### src/hdl/bpfa_pkg.sv
`timescale 1ns / 1ps
// ----------------------------------------------------------------------------
// bpfa_pkg
// Types and constants shared by the bitmap page-frame allocator.
// ----------------------------------------------------------------------------
package bpfa_pkg;

	localparam int MAX_PAGES  = 4096;
	localparam int PAGE_AW    = 12;
	localparam int CNT_W      = 13;
	localparam int REF_WIDTH  = 16;
	localparam int FLAG_WIDTH = 8;

	localparam logic [FLAG_WIDTH-1:0] RESERVED_FLAG = FLAG_WIDTH'(8'h08);
	localparam logic [REF_WIDTH-1:0]  REF_MAX       = {REF_WIDTH{1'b1}};

	localparam logic [2:0] MODE_ALLOC     = 3'd0;
	localparam logic [2:0] MODE_FREE_REF  = 3'd1;
	localparam logic [2:0] MODE_FREE_REG  = 3'd2;
	localparam logic [2:0] MODE_RESERVE   = 3'd3;
	localparam logic [2:0] MODE_REF       = 3'd4;
	localparam logic [2:0] MODE_SET_FLAGS = 3'd5;
	localparam logic [2:0] MODE_CLR_FLAGS = 3'd6;
	localparam logic [2:0] MODE_QUERY     = 3'd7;

	localparam logic [1:0] STATUS_DONE  = 2'd0;
	localparam logic [1:0] STATUS_FAIL  = 2'd1;
	localparam logic [1:0] STATUS_RANGE = 2'd2;

	localparam logic [2:0] REG_PAGE_LIMIT = 3'd0;

	typedef struct packed {
		logic [2:0]       mode;
		logic [11:0]      page_index;
		logic [12:0]      num_pages;
		logic [7:0]       flag_bits;
	} in_item_t;

	typedef struct packed {
		logic [1:0]       status;
		logic [11:0]      result_page;
		logic [15:0]      ref_cnt;
		logic [7:0]       page_flags;
		logic [12:0]      free_count;
		logic [12:0]      used_count;
	} out_item_t;

	typedef struct packed {
		logic                  used;
		logic [REF_WIDTH-1:0]  refs;
		logic [FLAG_WIDTH-1:0] flags;
	} page_entry_t;

	typedef struct packed {
		logic               rd_en;
		logic [PAGE_AW-1:0] rd_addr;
		logic               wr_en;
		logic [PAGE_AW-1:0] wr_addr;
		page_entry_t        wr_data;
	} mem_req_t;

	typedef enum logic [2:0] {
		ST_CLEAR,
		ST_IDLE,
		ST_RD,
		ST_EV,
		ST_FILL,
		ST_FIN_RD,
		ST_DONE
	} state_t;

endpackage

### src/hdl/bpfa_seq.sv
`timescale 1ns / 1ps
// ----------------------------------------------------------------------------
// bpfa_seq
// Request sequencer: walks the page table one entry at a time, does the
// read-modify-write for each mode, keeps the free count and holds the result.
// ----------------------------------------------------------------------------
module bpfa_seq (
	input  logic                  clk,
	input  logic                  arst_n,
	input  logic [12:0]           lim,
	input  logic                  in_valid,
	output logic                  in_stall,
	input  bpfa_pkg::in_item_t    in_data,
	output logic                  out_valid,
	input  logic                  out_stall,
	output bpfa_pkg::out_item_t   out_data,
	output bpfa_pkg::mem_req_t    mem_req,
	input  bpfa_pkg::page_entry_t rd_data
);

	localparam int REF_W = bpfa_pkg::REF_WIDTH;

	bpfa_pkg::state_t      state_q, state_nxt;
	logic [2:0]            mode_q;
	logic [11:0]           base_q;
	logic [12:0]           count_q;
	logic [7:0]            fl_q;
	logic [12:0]           cur_q;
	logic [12:0]           end_q;
	logic [12:0]           run_q;
	logic [1:0]            status_q;
	logic                  zero_q;
	logic [12:0]           free_q;
	logic                  out_valid_q;
	bpfa_pkg::out_item_t   out_q;

	logic                  acc;
	logic                  alloc_bad;
	logic                  out_range;
	logic                  zero_cnt;
	logic [13:0]           run_end;
	logic [12:0]           walk_end;
	logic [12:0]           cur_inc;
	logic [12:0]           run_inc;
	logic                  hit;
	logic                  scan_last;
	logic                  load_out;
	logic [REF_W-1:0]      ref_dec;
	bpfa_pkg::page_entry_t new_entry;
	logic                  free_up;
	logic                  free_dn;

	assign acc       = (state_q == bpfa_pkg::ST_IDLE) && in_valid;
	assign in_stall  = (state_q != bpfa_pkg::ST_IDLE);
	assign alloc_bad = (in_data.num_pages == 13'd0) || (lim == 13'd0);
	assign out_range = ({1'b0, in_data.page_index} >= lim);
	assign zero_cnt  = (in_data.mode <= bpfa_pkg::MODE_RESERVE) &&
		(in_data.num_pages == 13'd0);
	assign run_end   = {2'b00, in_data.page_index} + {1'b0, in_data.num_pages};
	assign walk_end  = (run_end > {1'b0, lim}) ? lim : run_end[12:0];
	assign cur_inc   = cur_q + 13'd1;
	assign run_inc   = run_q + 13'd1;
	assign hit       = !rd_data.used && (run_inc == count_q);
	assign scan_last = (cur_inc == lim);
	assign load_out  = (state_q == bpfa_pkg::ST_DONE) && (!out_valid_q || !out_stall);
	assign ref_dec   = (rd_data.refs != '0) ? rd_data.refs - REF_W'(1) : rd_data.refs;

	// Per-page update for the run and single-page modes.
	always_comb begin
		new_entry = rd_data;
		free_up   = 1'b0;
		free_dn   = 1'b0;
		case (mode_q)
			bpfa_pkg::MODE_FREE_REF: begin
				if (rd_data.used) begin
					new_entry.refs = ref_dec;
					if (ref_dec == '0) begin
						new_entry.used  = 1'b0;
						new_entry.flags = '0;
						free_up         = 1'b1;
					end
				end
			end
			bpfa_pkg::MODE_FREE_REG: begin
				if (rd_data.used) begin
					new_entry.used = 1'b0;
					free_up        = 1'b1;
				end
			end
			bpfa_pkg::MODE_RESERVE: begin
				if (!rd_data.used) begin
					free_dn = 1'b1;
				end
				new_entry.used  = 1'b1;
				new_entry.flags = rd_data.flags | bpfa_pkg::RESERVED_FLAG;
			end
			bpfa_pkg::MODE_REF: begin
				if (rd_data.refs != bpfa_pkg::REF_MAX) begin
					new_entry.refs = rd_data.refs + REF_W'(1);
				end
			end
			bpfa_pkg::MODE_SET_FLAGS: new_entry.flags = rd_data.flags | fl_q;
			bpfa_pkg::MODE_CLR_FLAGS: new_entry.flags = rd_data.flags & ~fl_q;
			default: ;
		endcase
	end

	always_comb begin
		state_nxt = state_q;
		case (state_q)
			bpfa_pkg::ST_CLEAR: begin
				if (cur_q[11:0] == {bpfa_pkg::PAGE_AW{1'b1}}) begin
					state_nxt = bpfa_pkg::ST_IDLE;
				end
			end
			bpfa_pkg::ST_IDLE: begin
				if (acc) begin
					if (in_data.mode == bpfa_pkg::MODE_ALLOC) begin
						state_nxt = alloc_bad ? bpfa_pkg::ST_DONE : bpfa_pkg::ST_RD;
					end else if (out_range) begin
						state_nxt = bpfa_pkg::ST_DONE;
					end else if (zero_cnt || in_data.mode == bpfa_pkg::MODE_QUERY) begin
						state_nxt = bpfa_pkg::ST_FIN_RD;
					end else begin
						state_nxt = bpfa_pkg::ST_RD;
					end
				end
			end
			bpfa_pkg::ST_RD: state_nxt = bpfa_pkg::ST_EV;
			bpfa_pkg::ST_EV: begin
				if (mode_q == bpfa_pkg::MODE_ALLOC) begin
					if (hit) begin
						state_nxt = bpfa_pkg::ST_FILL;
					end else if (scan_last) begin
						state_nxt = bpfa_pkg::ST_DONE;
					end else begin
						state_nxt = bpfa_pkg::ST_RD;
					end
				end else begin
					state_nxt = (cur_inc == end_q) ? bpfa_pkg::ST_FIN_RD : bpfa_pkg::ST_RD;
				end
			end
			bpfa_pkg::ST_FILL: begin
				if (cur_inc == end_q) begin
					state_nxt = bpfa_pkg::ST_FIN_RD;
				end
			end
			bpfa_pkg::ST_FIN_RD: state_nxt = bpfa_pkg::ST_DONE;
			bpfa_pkg::ST_DONE: begin
				if (load_out) begin
					state_nxt = bpfa_pkg::ST_IDLE;
				end
			end
			default: state_nxt = bpfa_pkg::ST_IDLE;
		endcase
	end

	always_comb begin
		mem_req         = '0;
		mem_req.rd_addr = cur_q[11:0];
		mem_req.wr_addr = cur_q[11:0];
		mem_req.wr_data = new_entry;
		case (state_q)
			bpfa_pkg::ST_CLEAR: begin
				mem_req.wr_en   = 1'b1;
				mem_req.wr_data = '{used: 1'b1, refs: '0, flags: '0};
			end
			bpfa_pkg::ST_RD: mem_req.rd_en = 1'b1;
			bpfa_pkg::ST_EV: mem_req.wr_en = (mode_q != bpfa_pkg::MODE_ALLOC);
			bpfa_pkg::ST_FILL: begin
				mem_req.wr_en   = 1'b1;
				mem_req.wr_data = '{used: 1'b1, refs: REF_W'(1), flags: '0};
			end
			bpfa_pkg::ST_FIN_RD: begin
				mem_req.rd_en   = 1'b1;
				mem_req.rd_addr = base_q;
			end
			default: ;
		endcase
	end

	always_ff @(posedge clk or negedge arst_n) begin
		if (!arst_n) begin
			state_q     <= bpfa_pkg::ST_CLEAR;
			cur_q       <= '0;
			free_q      <= '0;
			out_valid_q <= 1'b0;
		end else begin
			state_q <= state_nxt;
			if (load_out) begin
				out_valid_q <= 1'b1;
			end else if (!out_stall) begin
				out_valid_q <= 1'b0;
			end
			case (state_q)
				bpfa_pkg::ST_CLEAR: cur_q <= cur_inc;
				bpfa_pkg::ST_IDLE: begin
					if (acc) begin
						cur_q <= {1'b0, in_data.page_index};
						end_q <= (in_data.mode <= bpfa_pkg::MODE_RESERVE) ? walk_end :
							{1'b0, in_data.page_index} + 13'd1;
						if (in_data.mode == bpfa_pkg::MODE_ALLOC) begin
							cur_q <= '0;
						end
					end
				end
				bpfa_pkg::ST_EV: begin
					cur_q <= cur_inc;
					if (mode_q == bpfa_pkg::MODE_ALLOC) begin
						if (hit) begin
							cur_q  <= cur_inc - count_q;
							end_q  <= cur_inc;
							free_q <= free_q - count_q;
						end
					end else if (free_up) begin
						free_q <= free_q + 13'd1;
					end else if (free_dn) begin
						free_q <= free_q - 13'd1;
					end
				end
				bpfa_pkg::ST_FILL: cur_q <= cur_inc;
				default: ;
			endcase
		end
	end

	// Request context and result payload.
	always_ff @(posedge clk) begin
		if (acc) begin
			mode_q   <= in_data.mode;
			base_q   <= in_data.page_index;
			count_q  <= in_data.num_pages;
			fl_q     <= in_data.flag_bits;
			run_q    <= '0;
			status_q <= bpfa_pkg::STATUS_DONE;
			zero_q   <= 1'b0;
			if (in_data.mode == bpfa_pkg::MODE_ALLOC) begin
				base_q <= '0;
				if (alloc_bad) begin
					status_q <= bpfa_pkg::STATUS_FAIL;
					zero_q   <= 1'b1;
				end
			end else if (out_range) begin
				status_q <= bpfa_pkg::STATUS_RANGE;
				zero_q   <= 1'b1;
			end else if (zero_cnt) begin
				status_q <= bpfa_pkg::STATUS_FAIL;
			end
		end
		if (state_q == bpfa_pkg::ST_EV && mode_q == bpfa_pkg::MODE_ALLOC) begin
			run_q <= rd_data.used ? 13'd0 : run_inc;
			if (hit) begin
				base_q <= 12'(cur_inc - count_q);
			end else if (scan_last) begin
				status_q <= bpfa_pkg::STATUS_FAIL;
				zero_q   <= 1'b1;
			end
		end
		if (load_out) begin
			out_q.status      <= status_q;
			out_q.result_page <= base_q;
			out_q.ref_cnt     <= zero_q ? 16'd0 : 16'(rd_data.refs);
			out_q.page_flags  <= zero_q ? 8'd0 : 8'(rd_data.flags);
			out_q.free_count  <= free_q;
			out_q.used_count  <= (lim > free_q) ? lim - free_q : 13'd0;
		end
	end

	assign out_valid = out_valid_q;
	assign out_data  = out_q;

endmodule

### config.mk
export PLATFORM = sky130hd
export DESIGN_NAME = bpfa_seq
export DESIGN_NICKNAME = d
export VERILOG_FILES = /design/src/hdl/bpfa_pkg.sv /design/src/hdl/bpfa_seq.sv
export SDC_FILE = /design/constraint.sdc
export NUM_CORES = 1
export LEC_CHECK = 0
export BUFFER_PORTS_ARGS = -buffer_cell sky130_fd_sc_hd__clkbuf_2
export CAP_MARGIN = 20
export CORE_MARGIN = 1
export CORE_UTILIZATION = 45
export DETAILED_ROUTE_END_ITERATION = 16
export HOLD_SLACK_MARGIN = 0.05
export PLACE_DENSITY = 0.68
export SLEW_MARGIN = 5
export SYNTH_ARGS = -nofsm -noshare
export SYNTH_HDL_FRONTEND = slang
export SYNTH_SLANG_ARGS = --single-unit
### constraint.sdc
create_clock -name clk -period 4.6 [get_ports clk]
set_clock_uncertainty 0.2 [all_clocks]
set_input_delay 0.92 -clock clk [delete_from_list [all_inputs] [get_ports clk]]
set_output_delay 0.92 -clock clk [all_outputs]
set_load 0.1 [all_outputs]
## Yosys cells after proc, flatten, opt, wreduce, memory -nomap -nowiden

Index checks and enable logic that the tools add are counted.

- Register bits: 159
- Output and inout port bits: 117
- Word-level logic and storage cells: 162
- Input port bits: 78

- Bitwise operators: 3
- Add/sub/neg operators: 11
- Eq/ne operators: 27
- Reduce and logical (&&, ||, !) cells: 29
- Mux-type cells: 70
- Order comparisons: 4

Operators by type and width:

| cell | number |
|---|---|
| $mux W13 | 15 |
| $mux W12 | 6 |
| $pmux W25 S2 | 1 |
| $add A13 B1 Y13 const B | 3 |
| $eq A13 B13 Y1 | 3 |
| $pmux W13 S3 | 1 |
| $sub A13 B13 Y13 | 3 |
| $mux W3 | 12 |
| $mux W16 | 2 |
| $pmux W16 S2 | 1 |
| $pmux W8 S4 | 1 |
| $logic_not A13 Y1 | 2 |
| $pmux W13 S2 | 1 |
| $mux W25 | 1 |
| $eq A3 B3 Y1 const B | 7 |
| $pmux W3 S7 | 1 |
| $mux W1 | 18 |
| $add A16 B1 Y16 const B | 1 |
| $logic_not A16 Y1 | 1 |
| $ne A16 B16 Y1 const B | 1 |
| $reduce_bool A16 Y1 | 1 |
| $sub A16 B1 Y16 const B | 1 |
| $add A12 B13 Y14 | 1 |
| $gt A14 B13 Y1 | 1 |
| other kinds (29) | 59 |

## Longest topological paths before layout

Gate-level depths: netlist of run 1.

- Word-level depth: 9
- Mapped depth: 20
- Mapped depth without buffers: 19

## Worst setup path before layout of run 1

Ideal clock, no wire load.

- Path kind: input to output
- From: in rd_data[9] in the netlist's numbering
- To: out mem_req[1] in the netlist's numbering
- Stages: 10
- Slack: -1.760 ns
- Arrival time: 5.240 ns
- Path buffers: 0
- Cell sequence: inv_1 > ha_1 > nor4b_1 > and4_1 > mux2i_1 > nor4_2 > and2_2 > nand3_2 > a21oi_1 > nor4_1

RTL lines:

| what | RTL line | RTL |
|---|---|---|
| start: declaration | bpfa_seq.sv:18 | `input bpfa_pkg::page_entry_t rd_data` |
| end: declaration | bpfa_seq.sv:17 | `output bpfa_pkg::mem_req_t mem_req,` |

==> results_dict.tcl, run 1 <==
set metrics [dict create \
    pwr-share-comb_pct 47.5 \
    p_switching_mw 3.04 \
    synthTopCellsByArea "edfxtp_1 27%, ha_1 7.9%, dfrtp_1 6.0%" \
    p_leak_nw 6.65 \
    routed_wl_um 41000 \
    grt_max_degree 32 \
    slew_viol_final 0 \
    cts_tree "done" \
    drt_iter0_drc 1197 \
    end_kind "primary output" \
    die_w_um 168 \
    regArea_sq_um 4470 \
    area_growth_pct 26.9 \
    worstSetupPathType "in2out" \
    arrival_ns 3.49 \
    dr_wl_met3_um 3710 \
    hold_viol 0 \
    synth_flop_cell "edfxtp_1" \
    h-tree-depth 4 \
    seq_area_frac_synth_pct 35.9 \
    cts_made_buffers 17 \
    diodes 0 \
    final_common_cell "clkbuf_2" \
    rows 60 \
    synth_cells 1353 \
    grt_use_total_pct 28.9 \
    pin_count 195 \
    tightest_slew_ns 1.07 \
    synth_area_sq_um 12500 \
    clock_latency_ns 0.44 \
    wl_per_cell_um 20.8 \
    antenna_found_initial 0 \
    cp_max_fo 5 \
    cts_max_path_buffers 2 \
    clk_pin_slew_worst_paths_ns 0.07 \
    grt-ovfl-total 0 \
    place_congestion 1.00 \
    dr_wl_met2_um 18500 \
    p_clk_share_pct 23.0 \
    timing.setup.tns_ns -0.0214 \
    intPower_mw 3.71 \
    crit_required_ns 3.48 \
    drive_gt1_share_pct 28.3 \
    place_hpwl_um 32000 \
    violations "setup timing" \
    syn-num-nets 1514 \
    synth.top_cell.area_share_pct 27.5 \
    fin_util_pct 58.5 \
    die_h_um 168 \
    hold_class "reg2reg" \
    synth.ff_latch_count 159 \
    status "complete, but fails checks" \
    root_buffer "clkbuf_16" \
    finalCritPeriodShare_pct 100 \
    cts_hold_buf 0 \
    seqPwrFrac_pct 29.4 \
    sw_frac_of_total_pct 45.0 \
    period_minus_slack_ns 4.61 \
    die_area_sq_um 28400 \
    cts.sink_count 159 \
    maxCapViolCount 0 \
    max_clock_freq_mhz 217 \
    start_kind "input port" \
    mostFrequentLayoutCells "168 x clkbuf_2, 130 x buf_4, 114 x edfxtp_1" \
    finalSetupViolations 2 \
    relSlewSlack_pct 28.8 \
    grt_pass1_vias 11400 \
    setup_ws_ns -0.0107 \
    port_buffers 194 \
    power.total_mw 6.75 \
    vias 11900 \
    ys_types 91 \
    top_layer "met4" \
    syn_area_per_cell_sq_um 9.21 \
    core_area_sq_um 27000 \
    powerDensity_nw_per_um2 427 \
    firstDrtPassIters 8 \
    multiInputGateArea_sq_um 7660 \
    viasPerCell 6.02 \
    yosys.area.top_type "edfxtp_1" \
    peakVddDrop_mv 0.350 \
    nFillCells 2361 \
    async_reset_ff_share_pct 18.9 \
    rsz0062_at_grt "true" \
    synth_edf_count 114 \
    grt_pass1_wl_um 62700 \
    nets 1781 \
    ant_nets 0 \
    met1_length_um 17400 \
    start_util_pct 46.1 \
    yosysWarnings 0 \
    drc 0 \
]
state kept, by name (all words and copies together), names as in the netlist:
register,flops
fl_q,8
out_valid,1
mode_q,3
free_q,13
zero_q,1
out_data,64
state_q,3
cur_q,13
base_q,12
status_q,2
count_q,13
end_q,13
run_q,13
logic make-up after synthesis:
| group | synth area share (%) |
|---|---|
| multiplexers | 3.77 |
| adder cells (fa/ha/maj) | 8.58 |
| XOR/XNOR | 9.56 |
| flip-flops | 35.9 |
| buffers and inverters | 5.02 |
| AND/OR/NAND/NOR | 19.1 |
| AO/OA/AOI/OAI | 18.1 |
cell type report:
| cell class | count | share of cell area (%) |
|---|---|---|
| clock buffer | 18 | 2.78 |
| clock inverter | 14 | 1.22 |
| tap | 341 | 2.70 |
| sequential | 159 | 28.3 |
| timing repair buffer | 325 | 14.7 |
| inverter | 74 | 1.79 |
| multi-input combinational | 1043 | 48.5 |
stage by stage:
stage / area [sq um] / cells / setup WS [ns] / hold slack, ns
6_report: 15800 / 1974 / -0.0107 / 0.227
5_1_grt: 15800 / 1974 / -0.162 / 0.255
4_1_cts: 15700 / 1966 / -0.0302 / 0.230
3_5_place_dp: 15000 / 1932 / -0.482 / 0.222
3_3_place_gp: 15000 / 1932 / -0.393 / 0.217
2_1_floorplan: 12700 / 1353 / -0.161 / 0.208
metal layers:
layer  up-vias  GRT usage, %
li1       5558             -
met1      5634          38.0
met2       603          46.1
met3        96          5.69
met4         0          12.5
met5         -             0
critical path, stage by stage:
cell and delay, ns:
buf_6 0.10, inv_4 0.05, ha_4 0.12, or4b_4 0.51, o31ai_2 0.19, mux2i_1 0.11, nor4_2 0.30, and2_4 0.20
buf_4 0.14, nand3_4 0.10, mux2_2 0.29, a32o_2 0.27, buf_12 0.17
power groups by stage:
stage / logic, mW / clock network, mW / registers (mW)
6_report: 3.21 / 1.55 / 1.99
5_1_grt: 3.40 / 1.63 / 2.01
4_1_cts: 3.14 / 1.57 / 1.98
3_5_place_dp: 3.12 / 0 / 2.01
3_3_place_gp: 3.09 / 0 / 2.00
2_1_floorplan: 2.49 / 0 / 1.84
cell usage after synthesis, types with 14 or more instances:
library cell	count
edfxtp_1	114
nor2_1	113
nand2_1	90
a21oi_1	85
ha_1	79
inv_1	74
o21ai_0	73
xnor2_1	69
clkbuf_1	51
nand3_1	41
xor2_1	41
nor3_1	39
a211oi_1	34
nor2b_1	33
and3_1	30
dfrtp_1	30
mux2_2	23
mux2i_1	21
or3_1	19
nand4_1	18
nor4_1	17
a31oi_1	15
dfxtp_1	15
a21o_1	14
worst paths after layout:
kind,to,startpoint,depth (start not counted),slack [ns]
max,mem_req[7],rd_data[8],13,-0.01
min,out_data[62],status_q[0],0,0.23
max reg2reg,cur_q[12],cur_q[2],13,0.62
min reg2reg,out_data[62],status_q[0],0,0.23
max in group asynchronous,free_q[3],arst_n,2,3.51
min in group asynchronous,cur_q[11],arst_n,2,0.32
timing repair:
| action | CTS | global route |
|---|---|---|
| setup endpoints to repair | 9 | 26 |
| buffers inserted | 2 | 8 |
| gates resized for setup | 11 | 26 |
| pin swaps | 5 | 12 |
Power figures use the tool's default switching activity.
==> inputs of run 2 (changes only) <==
Settings changed: MAX_ROUTING_LAYER set to met4.
==> run 2 against run 1 <==
Effect of this change:
- the flow still finishes with violations (setup timing)
- setup slack got worse by 0.092 ns
- non-clock buffer count is 2 higher
- sequential power hardly changed
- clock-buffer cell count did not move
- sequential cell count unchanged
- fmax down 2.0%
- highest routed layer unchanged
==> results_dict.tcl, run 2 (synthesis gave the netlist of run 1 again) <==
set metrics [dict create \
    status "complete, but fails checks" \
    violations "setup timing" \
    grt_max_degree 37 \
    whs_ns 0.231 \
    worst-r2r-cell-count 12 \
    root_buffer "clkbuf_16" \
    die_h_um 168 \
    hold_start "status_q[0]" \
    max_clock_freq_mhz 213 \
    wl_per_cell_um 21.0 \
    nets 1783 \
    mostFrequentLayoutCells "167 x clkbuf_2, 130 x buf_4, 114 x edfxtp_1" \
    end_kind "primary output" \
    cp_max_fo 5 \
    ant_nets 0 \
    peakVddDrop_mv 0.337 \
    maxCapViolCount 0 \
    rsz0062_at_grt "true" \
    p_leak_nw 6.67 \
    slowest_stage "or4b_4" \
    drc 0 \
    core_area_sq_um 27000 \
    start_kind "input port" \
    cts_max_path_buffers 2 \
    die_area_sq_um 28400 \
    vias 11900 \
    diodes 0 \
    power.total_mw 6.68 \
    min_delay_path_depth 0 \
    place_hpwl_um 32200 \
    start_util_pct 46.1 \
    tightest_slew_ns 1.10 \
    finalCritPeriodShare_pct 102 \
    cts_hold_buf 0 \
    setup_ws_ns -0.103 \
    clock_latency_ns 0.44 \
    viasPerCell 6.05 \
    crit_chain "buf_8, inv_6, ha_4, or4b_4, o31ai_4, mux2i_1, nor4_2, and2_4, buf_4, nand3_4, mux2_4, a32o_2, buf_12" \
    worstHoldEndpoint "out_data[62]" \
    grt_use_total_pct 30.3 \
    antenna_found_initial 0 \
    place_congestion 1.02 \
    r2r_slack_ns 0.59 \
    slew_viol_final 0 \
    pin_count 195 \
    critPathTopFamily "simple AND/OR/NAND/NOR gates" \
    largest_reg_flops 64 \
    hold_class "reg2reg" \
    clk_pin_slew_worst_paths_ns 0.07 \
    cts_tree "done" \
    period_minus_slack_ns 4.70 \
    die_w_um 168 \
    slowest_delay_ns 0.52 \
    grt-ovfl-total 0 \
    cts_made_buffers 17 \
    cts.sink_count 159 \
    drt_iter0_drc 1158 \
    hold_viol 0 \
    firstDrtPassIters 6 \
    worstSetupPathType "in2out" \
    crit-reg2reg-launch "cur_q[1]" \
    path_buf_inv 4 \
    crit_required_ns 3.48 \
    final_common_cell "clkbuf_2" \
    finalSetupViolations 5 \
    rows 60 \
    nFillCells 2338 \
    h-tree-depth 4 \
    area_growth_pct 27.4 \
    routed_wl_um 41500 \
    drive_gt1_share_pct 28.6 \
    regArea_sq_um 4470 \
    relSlewSlack_pct 26.2 \
    multiInputGateArea_sq_um 7720 \
    r2r_end "cur_q[12]" \
    port_buffers 194 \
    grt_pass1_wl_um 64100 \
    grt_pass1_vias 11500 \
    arrival_ns 3.58 \
    powerDensity_nw_per_um2 421 \
]
[run 2: worst max path at each step]
stage,startpoint,endpoint,slack [ns],cells after the start
6_report,rd_data[9],mem_req[5],-0.10,13
3_3_place_gp,rd_data[8],free_q[12],-0.40,21
5_1_grt,rd_data[9],free_q[12],-0.26,21
3_5_place_dp,rd_data[8],free_q[12],-0.54,21
4_1_cts,rd_data[8],mem_req[7],-0.05,13
2_1_floorplan,rd_data[17],free_q[12],-0.16,19
[run 2: worst reg2reg max path, stage by stage, from the launching register on]
cell,delay [ns]
dfrtp_1,0.38
ha_1,0.34
nand3_1,0.25
or3_2,0.50
nand2_1,0.23
ha_1,0.34
and2_1,0.21
a22o_1,0.22
a311o_1,0.35
and3_1,0.21
or2_2,0.32
a311o_1,0.32
nor2_1,0.10
[run 2: power breakdown]
part	switching [mW]	internal [mW]	leakage (nW)
Sequential	0.273	1.72	1.54
Combinational	2.11	1.11	4.83
Clock	0.654	0.821	0.295
Total	3.03	3.65	6.67
[run 2: timing repair]
item,4_1_cts,5_1_grt
pin swaps,9,24
gates cloned,1,0
hold endpoints to repair,0,0
setup endpoints to repair,9,32
resized for setup,14,35
setup buffers,8,8
[run 2: through the flow]
stage	cells	util [%]	setup WS (ns)	instance area (sq um)	setup TNS, ns
3_3_place_gp	1928	55.4	-0.402	15000	-3.75
4_1_cts	1970	58.1	-0.0539	15700	-0.211
3_5_place_dp	1929	55.4	-0.536	15000	-6.35
5_1_grt	1976	58.7	-0.264	15900	-1.47
2_1_floorplan	1353	-	-0.161	12700	-0.432
6_report	1976	58.7	-0.103	15900	-0.453
[run 2: layout make-up]
cell class	instances	area share (%)
inverters	74	1.80
well taps	341	2.69
flip-flops and latches	159	28.2
multi-input cells	1043	48.6
repair buffers	327	14.9
clock inverters	14	1.05
clock buffers	18	2.70
[run 2: per-layer routing]
| layer | vias up | global-route usage, % | share of wire [%] |
|---|---|---|---|
| met2 | 621 | 47.8 | 46 |
| li1 | 5551 | - | - |
| met1 | 5696 | 39.1 | 42 |
| met4 | 0 | 9.41 | 2.3 |
| met3 | 79 | 6.23 | 9.5 |
| met5 | - | - | 0 |
==> inputs of run 3 (changes only) <==
Settings changed: CORE_UTILIZATION 45 to 53, PLACE_DENSITY 0.68 to 0.78.
==> run 3 against run 2 <==
Effect of this change:
- the flow now finishes without violations
- final area grew 0.10%
- clock-buffer cell count unchanged
- core utilization increased by 11 points
- critical endpoint unchanged
==> results_dict.tcl, run 3 (synthesis gave the netlist of run 1 again) <==
set metrics [dict create \
    cts_max_path_buffers 2 \
    final_common_cell "clkbuf_2" \
    cts_tree "done" \
    cts_made_buffers 17 \
    nets 1795 \
    grt_pass1_wl_um 63800 \
    status "complete, no violations" \
    routed_wl_um 41900 \
    viasPerCell 6.14 \
    worst-r2r-cell-count 13 \
    place_hpwl_um 32900 \
    drc 0 \
    finalSetupViolations 0 \
    rsz0062_at_grt "true" \
    mostFrequentLayoutCells "167 x clkbuf_2, 142 x buf_4, 114 x edfxtp_1" \
    busiest_layer "met2" \
    peakVddDrop_mv 0.517 \
    largest_reg_flops 64 \
    start_util_pct 54.5 \
    slowest_delay_ns 0.51 \
    rows 55 \
    grt-ovfl-total 0 \
    end_kind "primary output" \
    area_growth_pct 27.5 \
    grtUsageMet2_pct 58.4 \
    die_w_um 155 \
    cts.sink_count 159 \
    h-tree-depth 4 \
    core_area_sq_um 22800 \
    cts_hold_buf 0 \
    pin_count 195 \
    crit_chain "buf_8, inv_6, ha_4, or4b_4, nor3_4, a31oi_2, nor4_2, and2_4, buf_6, nand3_4, mux2_4, a32o_2, buf_12" \
    relSlewSlack_pct 24.8 \
    p_leak_nw 6.69 \
    min_delay_path_depth 0 \
    die_h_um 155 \
    worstSetupPathType "in2out" \
    nFillCells 1837 \
    dpl_cell_area_sq_um 15000 \
    grt_pass1_vias 11400 \
    diodes 0 \
    critPathTopFamily "simple AND/OR/NAND/NOR gates" \
    hold_class "reg2reg" \
    grt_max_degree 37 \
    slowest_stage "or4b_4" \
    place_congestion 1.00 \
    hold_viol 0 \
    stdcell_area_sq_um 15900 \
    use_met1_pct 44.9 \
    cp_max_fo 5 \
    root_buffer "clkbuf_16" \
    wl_per_cell_um 21.4 \
    start_kind "input port" \
    power.total_mw 6.71 \
    fin_util_pct 69.5 \
    die_area_sq_um 24100 \
    max_clock_freq_mhz 218 \
    arrival_ns 3.48 \
    grt_use_total_pct 35.9 \
    drive_gt1_share_pct 29.3 \
    period_minus_slack_ns 4.60 \
    firstDrtPassIters 7 \
    ant_nets 0 \
    clk_pin_slew_worst_paths_ns 0.07 \
    maxCapViolCount 0 \
    met3_usage_pct 5.40 \
    crit_required_ns 3.48 \
    powerDensity_nw_per_um2 422 \
    clock_latency_ns 0.44 \
    vias 12000 \
    tightest_slew_ns 1.13 \
    slew_viol_final 0 \
    drt_iter0_drc 1293 \
    antenna_found_initial 0 \
    path_buf_inv 4 \
    finalCritPeriodShare_pct 99.9 \
    cp.depth 13 \
    port_buffers 194 \
]
==> run 3: cell types whose count changed in the layout (fill, tap and decap cells not counted), moves of 2 or more <==
cell,previous run,this run
buf_4,130,142
a31oi_2,1,3
bufinv_16,2,0
clkinvlp_4,0,2
inv_6,9,6
clkinv_4,1,3
==> run 3: power breakdown <==
| part | switching, mW | internal, mW |
|---|---|---|
| sequential | 0.257 | 1.72 |
| combinational | 2.22 | 1.13 |
| clock | 0.671 | 0.711 |
==> run 3: per-stage QoR <==
stage	hold slack [ns]	instances	worst slack, ns	setup TNS, ns
3_3_place_gp	0.219	1917	-0.381	-4.52
2_1_floorplan	0.208	1353	-0.161	-0.432
6_report	0.238	1960	0.00451	0
3_5_place_dp	0.223	1917	-0.506	-7.31
4_1_cts	0.233	1952	-0.0663	-0.258
5_1_grt	0.255	1960	-0.111	-0.761
==> run 3: layout make-up <==
class                           count  area [sq um]  area share [%]
Sequential cell                   159          4470            28.2
Clock inverter                     14           123           0.772
Timing Repair Buffer              339          2450            15.4
Multi-Input combinational cell   1043          7730            48.7
Inverter                           74           285            1.80
Clock buffer                       18           429            2.70
Tap cell                          313           392            2.47
==> run 3: timing repair <==
item,CTS,global route
gates cloned,0,0
setup buffers,3,7
pin swaps,5,26
endpoints found under the setup margin,9,27
gates resized for setup,13,38
==> run 3: metal layers <==
metal / wire length, um / vias up
met4: 1750 / 0
met5: 0 / -
met1: 16900 / 5696
met3: 3550 / 122
met2: 19700 / 633
li1: - / 5584
==> run 3: final timing paths <==
kind | slack (ns) | to | start
worst max-delay path | 0.005 | mem_req[5] | rd_data[9]
min in group asynchronous | 0.50 | free_q[8] | arst_n
max in group asynchronous | 3.35 | state_q[2] | arst_n
worst min register to register | 0.24 | out_data[62] | status_q[0]
worst max register to register | 0.53 | cur_q[12] | cur_q[2]
worst min-delay path | 0.24 | out_data[62] | status_q[0]
